`config.mk`:
```
export PLATFORM = sky130hd
export DESIGN_NAME = request_batch_former_unit
export DESIGN_NICKNAME = d
export VERILOG_FILES = /design/src/hdl/rbf_pkg.sv /design/src/hdl/rbf_ctrl.sv /design/src/hdl/rbf_dpath.sv /design/src/hdl/request_batch_former_unit.sv
export VERILOG_INCLUDE_DIRS = /design/src /design/src/hdl
export SDC_FILE = /design/constraint.sdc
export NUM_CORES = 2
export LEC_CHECK = 0
export BUFFER_PORTS_ARGS = -buffer_cell sky130_fd_sc_hd__buf_2
export CAP_MARGIN = 10
export CORE_MARGIN = 2
export CORE_UTILIZATION = 38
export DETAILED_ROUTE_END_ITERATION = 10
export GPL_ROUTABILITY_DRIVEN = 0
export GPL_TIMING_DRIVEN = 0
export PLACE_DENSITY = 0.51
export SKIP_LAST_GASP = 1
export SLEW_MARGIN = 20
export SYNTH_ARGS = -nofsm -noshare
export SYNTH_HDL_FRONTEND = slang
export SYNTH_SLANG_ARGS = --single-unit
export TNS_END_PERCENT = 5
```
`constraint.sdc`:
```
create_clock -name aclk -period 8.5 [get_ports aclk]
set_input_delay 1.7 -clock aclk [delete_from_list [all_inputs] [get_ports aclk]]
set_output_delay 1.7 -clock aclk [all_outputs]
set_load 0.01 [all_outputs]
```
`src/hdl/assert_macros.svh`:
```
// ---------------------------------------------------------------------------
// Assertion macros
// Clocked implication checks on aclk, masked while aresetn is low.
// ---------------------------------------------------------------------------
`ifndef ASSERT_MACROS_SVH
`define ASSERT_MACROS_SVH

`ifndef SYNTHESIS

// same-cycle implication
`define ASSERT_IMPLY(label, ante, cons, msg) \
    label: assert property (@(posedge aclk) disable iff (!aresetn) (ante) |-> (cons)) \
        else $error(msg);

// next-cycle implication
`define ASSERT_NEXT(label, ante, cons, msg) \
    label: assert property (@(posedge aclk) disable iff (!aresetn) (ante) |=> (cons)) \
        else $error(msg);

`else

`define ASSERT_IMPLY(label, ante, cons, msg)
`define ASSERT_NEXT(label, ante, cons, msg)

`endif

`endif

```
`src/hdl/rbf_pkg.sv`:
```
`timescale 1ns / 1ps
// ---------------------------------------------------------------------------
// rbf_pkg
// Shared constants, types and controller/datapath interface structs.
// ---------------------------------------------------------------------------
package rbf_pkg;

    localparam int NUM_QUEUES  = 4;
    localparam int QUEUE_DEPTH = 16;
    localparam int MAX_RESULTS = 64;

    localparam int QID_W      = 2;
    localparam int PTR_W      = $clog2(QUEUE_DEPTH);
    localparam int ADDR_W     = QID_W + PTR_W;
    localparam int CNT_W      = PTR_W + 1;
    localparam int TAG_W      = 16;
    localparam int TIME_W     = 16;
    localparam int BN_W       = 32;
    localparam int MBS_W      = 5;
    localparam int IDX_W      = 4;
    localparam int NRES_W     = $clog2(MAX_RESULTS + 1);
    localparam int CFG_IDX_W  = 4;
    localparam int CFG_DATA_W = 16;

    localparam logic [CFG_IDX_W-1:0] REG_MAX_BATCH = CFG_IDX_W'(0);
    localparam logic [CFG_IDX_W-1:0] REG_TIMEOUT   = CFG_IDX_W'(1);

    localparam logic REQ_SUBMIT = 1'b0;
    localparam logic REQ_TICK   = 1'b1;

    localparam logic [MBS_W-1:0]  MAX_BATCH_CAP = MBS_W'(16);
    localparam logic [MBS_W-1:0]  MAX_BATCH_RST = MBS_W'(16);
    localparam logic [TIME_W-1:0] TIMEOUT_RST   = TIME_W'(10);

    typedef enum logic [2:0] {
        ST_IDLE,
        ST_START,
        ST_APPEND,
        ST_CHECK_RD,
        ST_EVAL,
        ST_ISSUE,
        ST_FLUSH
    } ctl_state_t;

    typedef struct packed {
        logic take;
        logic append;
        logic tick_inc;
        logic q_first;
        logic q_next;
        logic rd_head;
        logic start_batch;
        logic issue;
        logic end_batch;
        logic flush;
    } ctl_cmd_t;

    typedef struct packed {
        logic is_tick;
        logic q_valid;
        logic q_last;
        logic cnt_zero;
        logic fire;
        logic fits;
        logic k_done;
        logic adv;
        logic pipe_valid;
        logic hold_valid;
    } ctl_sts_t;

    typedef struct packed {
        logic [QID_W-1:0]  queue;
        logic [TAG_W-1:0]  tag;
        logic [BN_W-1:0]   number;
        logic [MBS_W-1:0]  size;
        logic [IDX_W-1:0]  index;
        logic [TIME_W-1:0] wait_ticks;
        logic              leader;
        logic              tflush;
    } rbf_res_t;

endpackage

```
`src/hdl/rbf_ctrl.sv`:
```
`timescale 1ns / 1ps
// ---------------------------------------------------------------------------
// rbf_ctrl
// Sequencer: accept, append or tick, per-queue check and release walk, flush.
// ---------------------------------------------------------------------------
module rbf_ctrl (
    input  logic              aclk,
    input  logic              aresetn,
    input  logic              s_valid,
    output logic              s_ready,
    input  rbf_pkg::ctl_sts_t sts,
    output rbf_pkg::ctl_cmd_t cmd
);
    import rbf_pkg::*;

    ctl_state_t state_reg;
    ctl_state_t state_next;

    always_ff @(posedge aclk) begin
        if (!aresetn) begin
            state_reg <= ST_IDLE;
        end else begin
            state_reg <= state_next;
        end
    end

    always_comb begin
        state_next = state_reg;
        cmd        = '0;
        s_ready    = (state_reg == ST_IDLE);
        case (state_reg)
            ST_IDLE: begin
                if (s_valid) begin
                    cmd.take   = 1'b1;
                    state_next = ST_START;
                end
            end
            ST_START: begin
                cmd.q_first = 1'b1;
                if (sts.is_tick) begin
                    cmd.tick_inc = 1'b1;
                    state_next   = ST_CHECK_RD;
                end else if (sts.q_valid) begin
                    state_next = ST_APPEND;
                end else begin
                    state_next = ST_FLUSH;
                end
            end
            ST_APPEND: begin
                cmd.append = 1'b1;
                state_next = ST_CHECK_RD;
            end
            ST_CHECK_RD: begin
                if (sts.adv) begin
                    cmd.rd_head = 1'b1;
                    state_next  = ST_EVAL;
                end
            end
            ST_EVAL: begin
                if (!sts.cnt_zero && sts.fire && sts.fits) begin
                    cmd.start_batch = 1'b1;
                    state_next      = ST_ISSUE;
                end else if (!sts.is_tick || sts.q_last) begin
                    state_next = ST_FLUSH;
                end else begin
                    cmd.q_next = 1'b1;
                    state_next = ST_CHECK_RD;
                end
            end
            ST_ISSUE: begin
                if (sts.adv) begin
                    cmd.issue = 1'b1;
                    if (sts.k_done) begin
                        cmd.end_batch = 1'b1;
                        state_next    = ST_CHECK_RD;
                    end
                end
            end
            ST_FLUSH: begin
                if (sts.adv) begin
                    cmd.flush  = 1'b1;
                    state_next = ST_IDLE;
                end
            end
            default: begin
                state_next = ST_IDLE;
            end
        endcase
    end

endmodule

```
`src/hdl/rbf_dpath.sv`:
```
`timescale 1ns / 1ps
// ---------------------------------------------------------------------------
// rbf_dpath
// Queue store, per-queue pointers, release tests, read pipe and output words.
// ---------------------------------------------------------------------------
module rbf_dpath (
    input  logic                              aclk,
    input  logic                              aresetn,
    input  logic                              cfg_valid,
    input  logic [rbf_pkg::CFG_IDX_W-1:0]     cfg_index,
    input  logic [rbf_pkg::CFG_DATA_W-1:0]    cfg_data,
    input  logic                              s_req_type,
    input  logic [rbf_pkg::QID_W-1:0]         s_queue_id,
    input  logic [rbf_pkg::TAG_W-1:0]         s_request_tag,
    output logic                              m_valid,
    input  logic                              m_ready,
    output logic [rbf_pkg::QID_W-1:0]         m_out_queue,
    output logic [rbf_pkg::TAG_W-1:0]         m_out_tag,
    output logic [rbf_pkg::BN_W-1:0]          m_batch_seq,
    output logic [rbf_pkg::MBS_W-1:0]         m_batch_len,
    output logic [rbf_pkg::IDX_W-1:0]         m_batch_pos,
    output logic [rbf_pkg::TIME_W-1:0]        m_wait_ticks,
    output logic                              m_leader,
    output logic                              m_timeout_flush,
    output logic                              m_last,
    input  rbf_pkg::ctl_cmd_t                 cmd,
    output rbf_pkg::ctl_sts_t                 sts
);
    import rbf_pkg::*;

    localparam int MEM_DEPTH = NUM_QUEUES * QUEUE_DEPTH;

    // configuration
    logic [MBS_W-1:0]  max_reg;
    logic [TIME_W-1:0] to_reg;

    // current item
    logic              item_type_reg;
    logic [QID_W-1:0]  item_q_reg;
    logic [TAG_W-1:0]  item_tag_reg;

    // queue state
    logic [CNT_W-1:0]  count_reg [NUM_QUEUES];
    logic [PTR_W-1:0]  head_reg  [NUM_QUEUES];
    logic [TIME_W-1:0] tick_reg;
    logic [BN_W-1:0]   bcnt_reg;

    // walk state
    logic [QID_W-1:0]  qi_reg;
    logic [IDX_W-1:0]  k_reg;
    logic [NRES_W-1:0] n_reg;
    logic [MBS_W-1:0]  rc_reg;
    logic              tflag_reg;
    logic [BN_W-1:0]   bnum_reg;

    // store: {tag, arrival}
    logic [TAG_W+TIME_W-1:0] mem [MEM_DEPTH];
    logic [TAG_W+TIME_W-1:0] rd_data_reg;

    logic              pipe_valid_reg;
    logic [IDX_W-1:0]  pipe_k_reg;

    rbf_res_t          hold_reg;
    logic              hold_valid_reg;
    rbf_res_t          out_reg;
    logic              out_last_reg;
    logic              out_valid_reg;

    logic [CNT_W-1:0]  cnt;
    logic [PTR_W-1:0]  head;
    logic [MBS_W-1:0]  m_eff;
    logic [TIME_W-1:0] to_eff;
    logic [TIME_W-1:0] w0;
    logic              size_hit;
    logic              time_hit;
    logic [MBS_W-1:0]  rc;
    logic [NRES_W:0]   n_sum;
    logic              full;
    logic              adv;
    logic              rd_en;
    logic [ADDR_W-1:0] rd_addr;
    logic [ADDR_W-1:0] wr_addr;
    logic              wr_en;
    rbf_res_t          res_new;

    always_comb begin
        cnt    = count_reg[qi_reg];
        head   = head_reg[qi_reg];
        if (max_reg == '0) begin
            m_eff = MBS_W'(1);
        end else if (max_reg > MAX_BATCH_CAP) begin
            m_eff = MAX_BATCH_CAP;
        end else begin
            m_eff = max_reg;
        end
        to_eff   = (to_reg == '0) ? TIME_W'(1) : to_reg;
        w0       = tick_reg - rd_data_reg[TIME_W-1:0];
        size_hit = MBS_W'(cnt) >= m_eff;
        time_hit = w0 >= to_eff;
        rc       = size_hit ? m_eff : MBS_W'(cnt);
        n_sum    = {1'b0, n_reg} + (NRES_W+1)'(rc);
        full     = (cnt == CNT_W'(QUEUE_DEPTH));
        adv      = !out_valid_reg || m_ready;
        rd_en    = cmd.rd_head || cmd.issue;
        rd_addr  = cmd.issue ? {qi_reg, head + PTR_W'(k_reg)} : {qi_reg, head};
        wr_en    = cmd.append && !full;
        wr_addr  = {qi_reg, head + cnt[PTR_W-1:0]};

        res_new.queue      = qi_reg;
        res_new.tag        = rd_data_reg[TAG_W+TIME_W-1:TIME_W];
        res_new.number     = bnum_reg;
        res_new.size       = rc_reg;
        res_new.index      = pipe_k_reg;
        res_new.wait_ticks = tick_reg - rd_data_reg[TIME_W-1:0];
        res_new.leader     = (pipe_k_reg == '0);
        res_new.tflush     = tflag_reg;

        sts.is_tick    = (item_type_reg == REQ_TICK);
        sts.q_valid    = ({1'b0, item_q_reg} < (QID_W+1)'(NUM_QUEUES));
        sts.q_last     = (qi_reg == QID_W'(NUM_QUEUES - 1));
        sts.cnt_zero   = (cnt == '0);
        sts.fire       = size_hit || time_hit;
        sts.fits       = n_sum <= (NRES_W+1)'(MAX_RESULTS);
        sts.k_done     = ({1'b0, k_reg} + MBS_W'(1)) == rc_reg;
        sts.adv        = adv;
        sts.pipe_valid = pipe_valid_reg;
        sts.hold_valid = hold_valid_reg;
    end

    // store
    always_ff @(posedge aclk) begin
        if (wr_en) begin
            mem[wr_addr] <= {item_tag_reg, tick_reg};
        end
        if (rd_en) begin
            rd_data_reg <= mem[rd_addr];
        end
    end

    // control state
    always_ff @(posedge aclk) begin
        if (!aresetn) begin
            max_reg        <= MAX_BATCH_RST;
            to_reg         <= TIMEOUT_RST;
            tick_reg       <= '0;
            bcnt_reg       <= '0;
            pipe_valid_reg <= 1'b0;
            hold_valid_reg <= 1'b0;
            out_valid_reg  <= 1'b0;
            for (int i = 0; i < NUM_QUEUES; i++) begin
                count_reg[i] <= '0;
                head_reg[i]  <= '0;
            end
        end else begin
            if (cfg_valid) begin
                case (cfg_index)
                    REG_MAX_BATCH: max_reg <= cfg_data[MBS_W-1:0];
                    REG_TIMEOUT:   to_reg  <= cfg_data[TIME_W-1:0];
                    default:       ;
                endcase
            end
            if (cmd.tick_inc) begin
                tick_reg <= tick_reg + TIME_W'(1);
            end
            if (wr_en) begin
                count_reg[qi_reg] <= cnt + CNT_W'(1);
            end
            if (cmd.end_batch) begin
                head_reg[qi_reg]  <= head + rc_reg[PTR_W-1:0];
                count_reg[qi_reg] <= cnt - CNT_W'(rc_reg);
                bcnt_reg          <= bcnt_reg + BN_W'(1);
            end
            if (adv) begin
                pipe_valid_reg <= cmd.issue;
                out_valid_reg  <= hold_valid_reg && (pipe_valid_reg || cmd.flush);
                if (pipe_valid_reg) begin
                    hold_valid_reg <= 1'b1;
                end else if (cmd.flush) begin
                    hold_valid_reg <= 1'b0;
                end
            end
        end
    end

    // walk payload
    always_ff @(posedge aclk) begin
        if (cmd.take) begin
            item_type_reg <= s_req_type;
            item_q_reg    <= s_queue_id;
            item_tag_reg  <= s_request_tag;
            n_reg         <= '0;
        end
        if (cmd.q_first) begin
            qi_reg <= (item_type_reg == REQ_TICK) ? '0 : item_q_reg;
        end else if (cmd.q_next) begin
            qi_reg <= qi_reg + QID_W'(1);
        end
        if (cmd.start_batch) begin
            rc_reg    <= rc;
            tflag_reg <= time_hit && !size_hit;
            bnum_reg  <= bcnt_reg;
            k_reg     <= '0;
            n_reg     <= n_sum[NRES_W-1:0];
        end else if (cmd.issue) begin
            k_reg <= k_reg + IDX_W'(1);
        end
        if (adv) begin
            pipe_k_reg <= k_reg;
            if (pipe_valid_reg) begin
                hold_reg <= res_new;
            end
            if (hold_valid_reg && (pipe_valid_reg || cmd.flush)) begin
                out_reg      <= hold_reg;
                out_last_reg <= cmd.flush;
            end
        end
    end

    assign m_valid         = out_valid_reg;
    assign m_out_queue     = out_reg.queue;
    assign m_out_tag       = out_reg.tag;
    assign m_batch_seq     = out_reg.number;
    assign m_batch_len     = out_reg.size;
    assign m_batch_pos     = out_reg.index;
    assign m_wait_ticks    = out_reg.wait_ticks;
    assign m_leader        = out_reg.leader;
    assign m_timeout_flush = out_reg.tflush;
    assign m_last          = out_last_reg;

endmodule

```
`src/hdl/request_batch_former_unit.sv`:
```
`timescale 1ns / 1ps
// ---------------------------------------------------------------------------
// request_batch_former_unit
// Per-queue request batching, released on batch size or on timeout.
// ---------------------------------------------------------------------------
//  channel  dir  handshake            word
//  s_       in   s_valid / s_ready    req_type, queue_id, request_tag
//  m_       out  m_valid / m_ready    one released request, last marks item end
//  cfg_     in   cfg_valid/cfg_ready  cfg_index (0 max batch, 1 timeout), cfg_data
//
// Released batches go out one word per cycle while m_ is not stalled, read
// from the tag/arrival store, which has separate read and write ports.
// The final word of an item is held one stage until the item's checks finish.
// Reset is synchronous; queues empty, time and batch number zero, no clear pass.
// A stalled m_ channel freezes the release walk; config is always ready.
// ---------------------------------------------------------------------------
`include "assert_macros.svh"

module request_batch_former_unit (
    input  logic                              aclk,
    input  logic                              aresetn,
    input  logic                              cfg_valid,
    output logic                              cfg_ready,
    input  logic [rbf_pkg::CFG_IDX_W-1:0]     cfg_index,
    input  logic [rbf_pkg::CFG_DATA_W-1:0]    cfg_data,
    input  logic                              s_valid,
    output logic                              s_ready,
    input  logic                              s_req_type,
    input  logic [rbf_pkg::QID_W-1:0]         s_queue_id,
    input  logic [rbf_pkg::TAG_W-1:0]         s_request_tag,
    output logic                              m_valid,
    input  logic                              m_ready,
    output logic [rbf_pkg::QID_W-1:0]         m_out_queue,
    output logic [rbf_pkg::TAG_W-1:0]         m_out_tag,
    output logic [rbf_pkg::BN_W-1:0]          m_batch_seq,
    output logic [rbf_pkg::MBS_W-1:0]         m_batch_len,
    output logic [rbf_pkg::IDX_W-1:0]         m_batch_pos,
    output logic [rbf_pkg::TIME_W-1:0]        m_wait_ticks,
    output logic                              m_leader,
    output logic                              m_timeout_flush,
    output logic                              m_last
);
    import rbf_pkg::*;

    ctl_cmd_t cmd;
    ctl_sts_t sts;

    assign cfg_ready = 1'b1;

    rbf_ctrl u_ctrl (
        .aclk    (aclk),
        .aresetn (aresetn),
        .s_valid (s_valid),
        .s_ready (s_ready),
        .sts     (sts),
        .cmd     (cmd)
    );

    rbf_dpath u_dpath (
        .aclk            (aclk),
        .aresetn         (aresetn),
        .cfg_valid       (cfg_valid),
        .cfg_index       (cfg_index),
        .cfg_data        (cfg_data),
        .s_req_type      (s_req_type),
        .s_queue_id      (s_queue_id),
        .s_request_tag   (s_request_tag),
        .m_valid         (m_valid),
        .m_ready         (m_ready),
        .m_out_queue     (m_out_queue),
        .m_out_tag       (m_out_tag),
        .m_batch_seq     (m_batch_seq),
        .m_batch_len     (m_batch_len),
        .m_batch_pos     (m_batch_pos),
        .m_wait_ticks    (m_wait_ticks),
        .m_leader        (m_leader),
        .m_timeout_flush (m_timeout_flush),
        .m_last          (m_last),
        .cmd             (cmd),
        .sts             (sts)
    );

    `ASSERT_IMPLY(a_idle_hold_empty, s_ready, !sts.hold_valid, "word left in hold at idle")
    `ASSERT_IMPLY(a_issue_nonempty, cmd.issue, !sts.cnt_zero, "release walk on empty queue")
    `ASSERT_IMPLY(a_flush_drained, cmd.flush, !sts.pipe_valid, "flush with read in flight")
    `ASSERT_NEXT(a_flush_to_idle, cmd.flush, s_ready, "no return to idle after flush")

endmodule

```
==> qor.csv <==
metric,value,unit
outcome,"finished, final reports clean",
cp-start-kind,input pin,
yosys_warnings,0,
firstDrtPassIters,6,
clk_pin_slew_worst_paths,60,ps
hp-class,flip-flop to flip-flop,
post-cts-setup-buffers,0,
leakagePower,0.0356,µW
wl_per_cell,35.3,µm
crit_path_max_fanout,10,
grt_use_total,26.4,%
vias,56800,
gr-total-overflow,0,
clock_latency,950,ps
ir_worst_vdd,0.000231,V
synth_area_leaders,"edfxtp_1 75%, mux4_2 7.2%, nand2_1 3.4%",
crit_path_frequent_cell,buf_2,
fp.dieH,502,µm
dp_hpwl,234000,µm
fin_crit,7600,ps
fp.dieW,502,µm
path_cells,buf_2 > nor2b_1 > clkinv_1 > nand2_1 > mux2i_1 > buf_2 > buf_2 > buf_2 > buf_2 > a211oi_1 > a311oi_1 > a31oi_1 > o211ai_1 > nand3_1 > a31oi_1,
rrSetupSlack,1220,ps
ctsHoldBuffers,0,
whs_path_depth,0,
crit_slowest_cell,o211ai_1,
maxSlewViolCount,0,
arrival,8250,ps
r2r_cells,15,
synth_seq_area_share,76.5,%
whs_endpoint,u_dpath.m_batch_seq[26],
max_freq,0.132,GHz
cp_data_required_time,9150,ps
post-route-period-util,89.4,%
avgSynthCellArea,17.0,µm²
h-tree-depth,5,
final_nets,6240,
ys_types,69,
ys_async_sr_fraction,0,%
grt_pass1_wl,453000,µm
layout_common_cells,"2,341 x edfxtp_1, 845 x nand2_1, 364 x nand3_1, 300 x mux4_2, 281 x clkbuf_16",
ys_ff_latch,2422,
ys.flop_type,edfxtp_1,
synth_area,94100,µm²
tightest_slew,1360,ps
io-pin-count,125,
finalHoldViolCount,0,
totalPowerFinal,37300,µW
slowest_delay,990,ps
wl,337000,µm
fin_hold_ws,412,ps
rows,182,
tritoncts.num_buffers,274,
initial_core_util,38.2,%
largest_register_ffs,2048,
core,246000,µm²
cap_violations,0,
cts_resized,0,
final_common_cell,edfxtp_1,
drt_iter0_markers,8766,
clock_sinks,2422,
cts_root_buffer,clkbuf_16,
tritoncts,built,
power.density,334,nW/µm²
synth_top_cell_by_area,edfxtp_1,
yosysTopAreaCellShare,74.7,%
synth_edf_count,2341,
grt_max_degree,69,
area_growth,18.7,%
drive_gt1_share,19.4,%
drc,0,
max-slew-margin-rel,8.46,%
drtAntennaViolNets,0,
path_class,input pin to flip-flop,
first_global_vias,53800,
rr_endpoint,u_dpath.rd_data_reg[15],
antenna_found_initial,20,
hp-start,u_dpath.hold_reg[53],
postSynthCellCount,5528,
setup_viol,0,
cp-end-kind,flip-flop,
io_buffers,123,
viasPerCell,5.95,
rsz0062_at_grt,no,
syn-num-nets,5639,
clock_path_buffers,4,
die_area,252000,µm²
fin_worst_skew,61.2,ps
cell usage after synthesis, types with 29 or more instances:
cell type and n:
inv_1 61, nor2_1 143, dfxtp_1 81, mux4_2 300, and3_1 104, a31oi_1 95
a211oi_1 69, nand3_1 364, a21oi_1 44, a22oi_1 137, a311oi_1 80, and2_1 47
mux2i_1 29, buf_1 32, o21ai_0 32, ha_1 61, buf_2 118, clkbuf_1 151
nand2_1 845, o211ai_1 64, xnor2_1 58, edfxtp_1 2341
where the power goes:
group	leakage [µW]	switching [µW]	total, µW	internal (µW)
Sequential	0.0208	194	13900	13700
Clock	0.00398	4700	11000	6320
Combinational	0.0108	8980	12300	3320
Total	0.0356	13900	37300	23400
kinds of logic (layout without fill, tap and decap cells):
group                      Yosys count  in the layout  share of synthesized area, %
adders and majority gates           68             68                         0.950
other                                1              8                       0.00399
xor gates and xnor gates            79             79                         0.756
AOI/OAI and AO/OA                  618            618                          4.76
DFF                               2422           2422                          76.5
buffers and inverters              377           1166                          1.71
muxes                              338            338                          7.61
and+or+nand+nor                   1625           1625                          7.75
worst max-delay path, delay by kind of cell:
kind	cells	cell delay (ps)
buffers and inverters	6	2810
AOI/OAI and AO/OA	5	2140
and+or+nand+nor	3	1250
muxes	1	220
worst max-delay path by stage:
stage	start	to	slack, ps	cells past startpoint
floorplan	m_ready	u_dpath.m_batch_len[0]	2360	4
global placement	u_dpath.tick_reg[1]	u_dpath.bnum_reg[26]	-790	18
detailed placement	m_ready	u_dpath.rd_data_reg[15]	40	15
CTS	m_ready	u_dpath.rd_data_reg[15]	1000	15
global route	m_ready	u_dpath.rd_data_reg[15]	1010	15
finish	m_ready	u_dpath.rd_data_reg[15]	900	15
routing by layer:
metal	share of wire, %	vias to the layer above	GRT usage [%]
met1	39	29700	35.7
li1	-	23000	-
met2	44	3430	39.3
met5	0.033	-	0
met3	11	729	7.21
met4	5.5	12	12.8
layout make-up:
class,instances,area (µm²)
Inverter,63,236
Clock inverter,122,787
Fill cell,21200,134000
Timing Repair Buffer,325,4870
Tap cell,3220,4030
Antenna cell,7,17.5
Multi-Input combinational cell,2729,21100
Buffer,314,1390
Clock buffer,342,7300
Sequential cell,2422,72000
metrics by stage:
step	setup WS, ps	setup TNS, ps	utilization (%)	instance area, µm²	std cells
6_report	904	0	45.4	112000	9544
5_1_grt	1010	0	45.4	112000	9537
4_1_cts	997	0	45.4	112000	9537
3_5_place_dp	38.7	0	42.1	104000	9073
3_3_place_gp	-787	-46540	40.1	98700	8871
2_1_floorplan	2360	0	-	94100	5528
(Power assumes the default switching activity.)
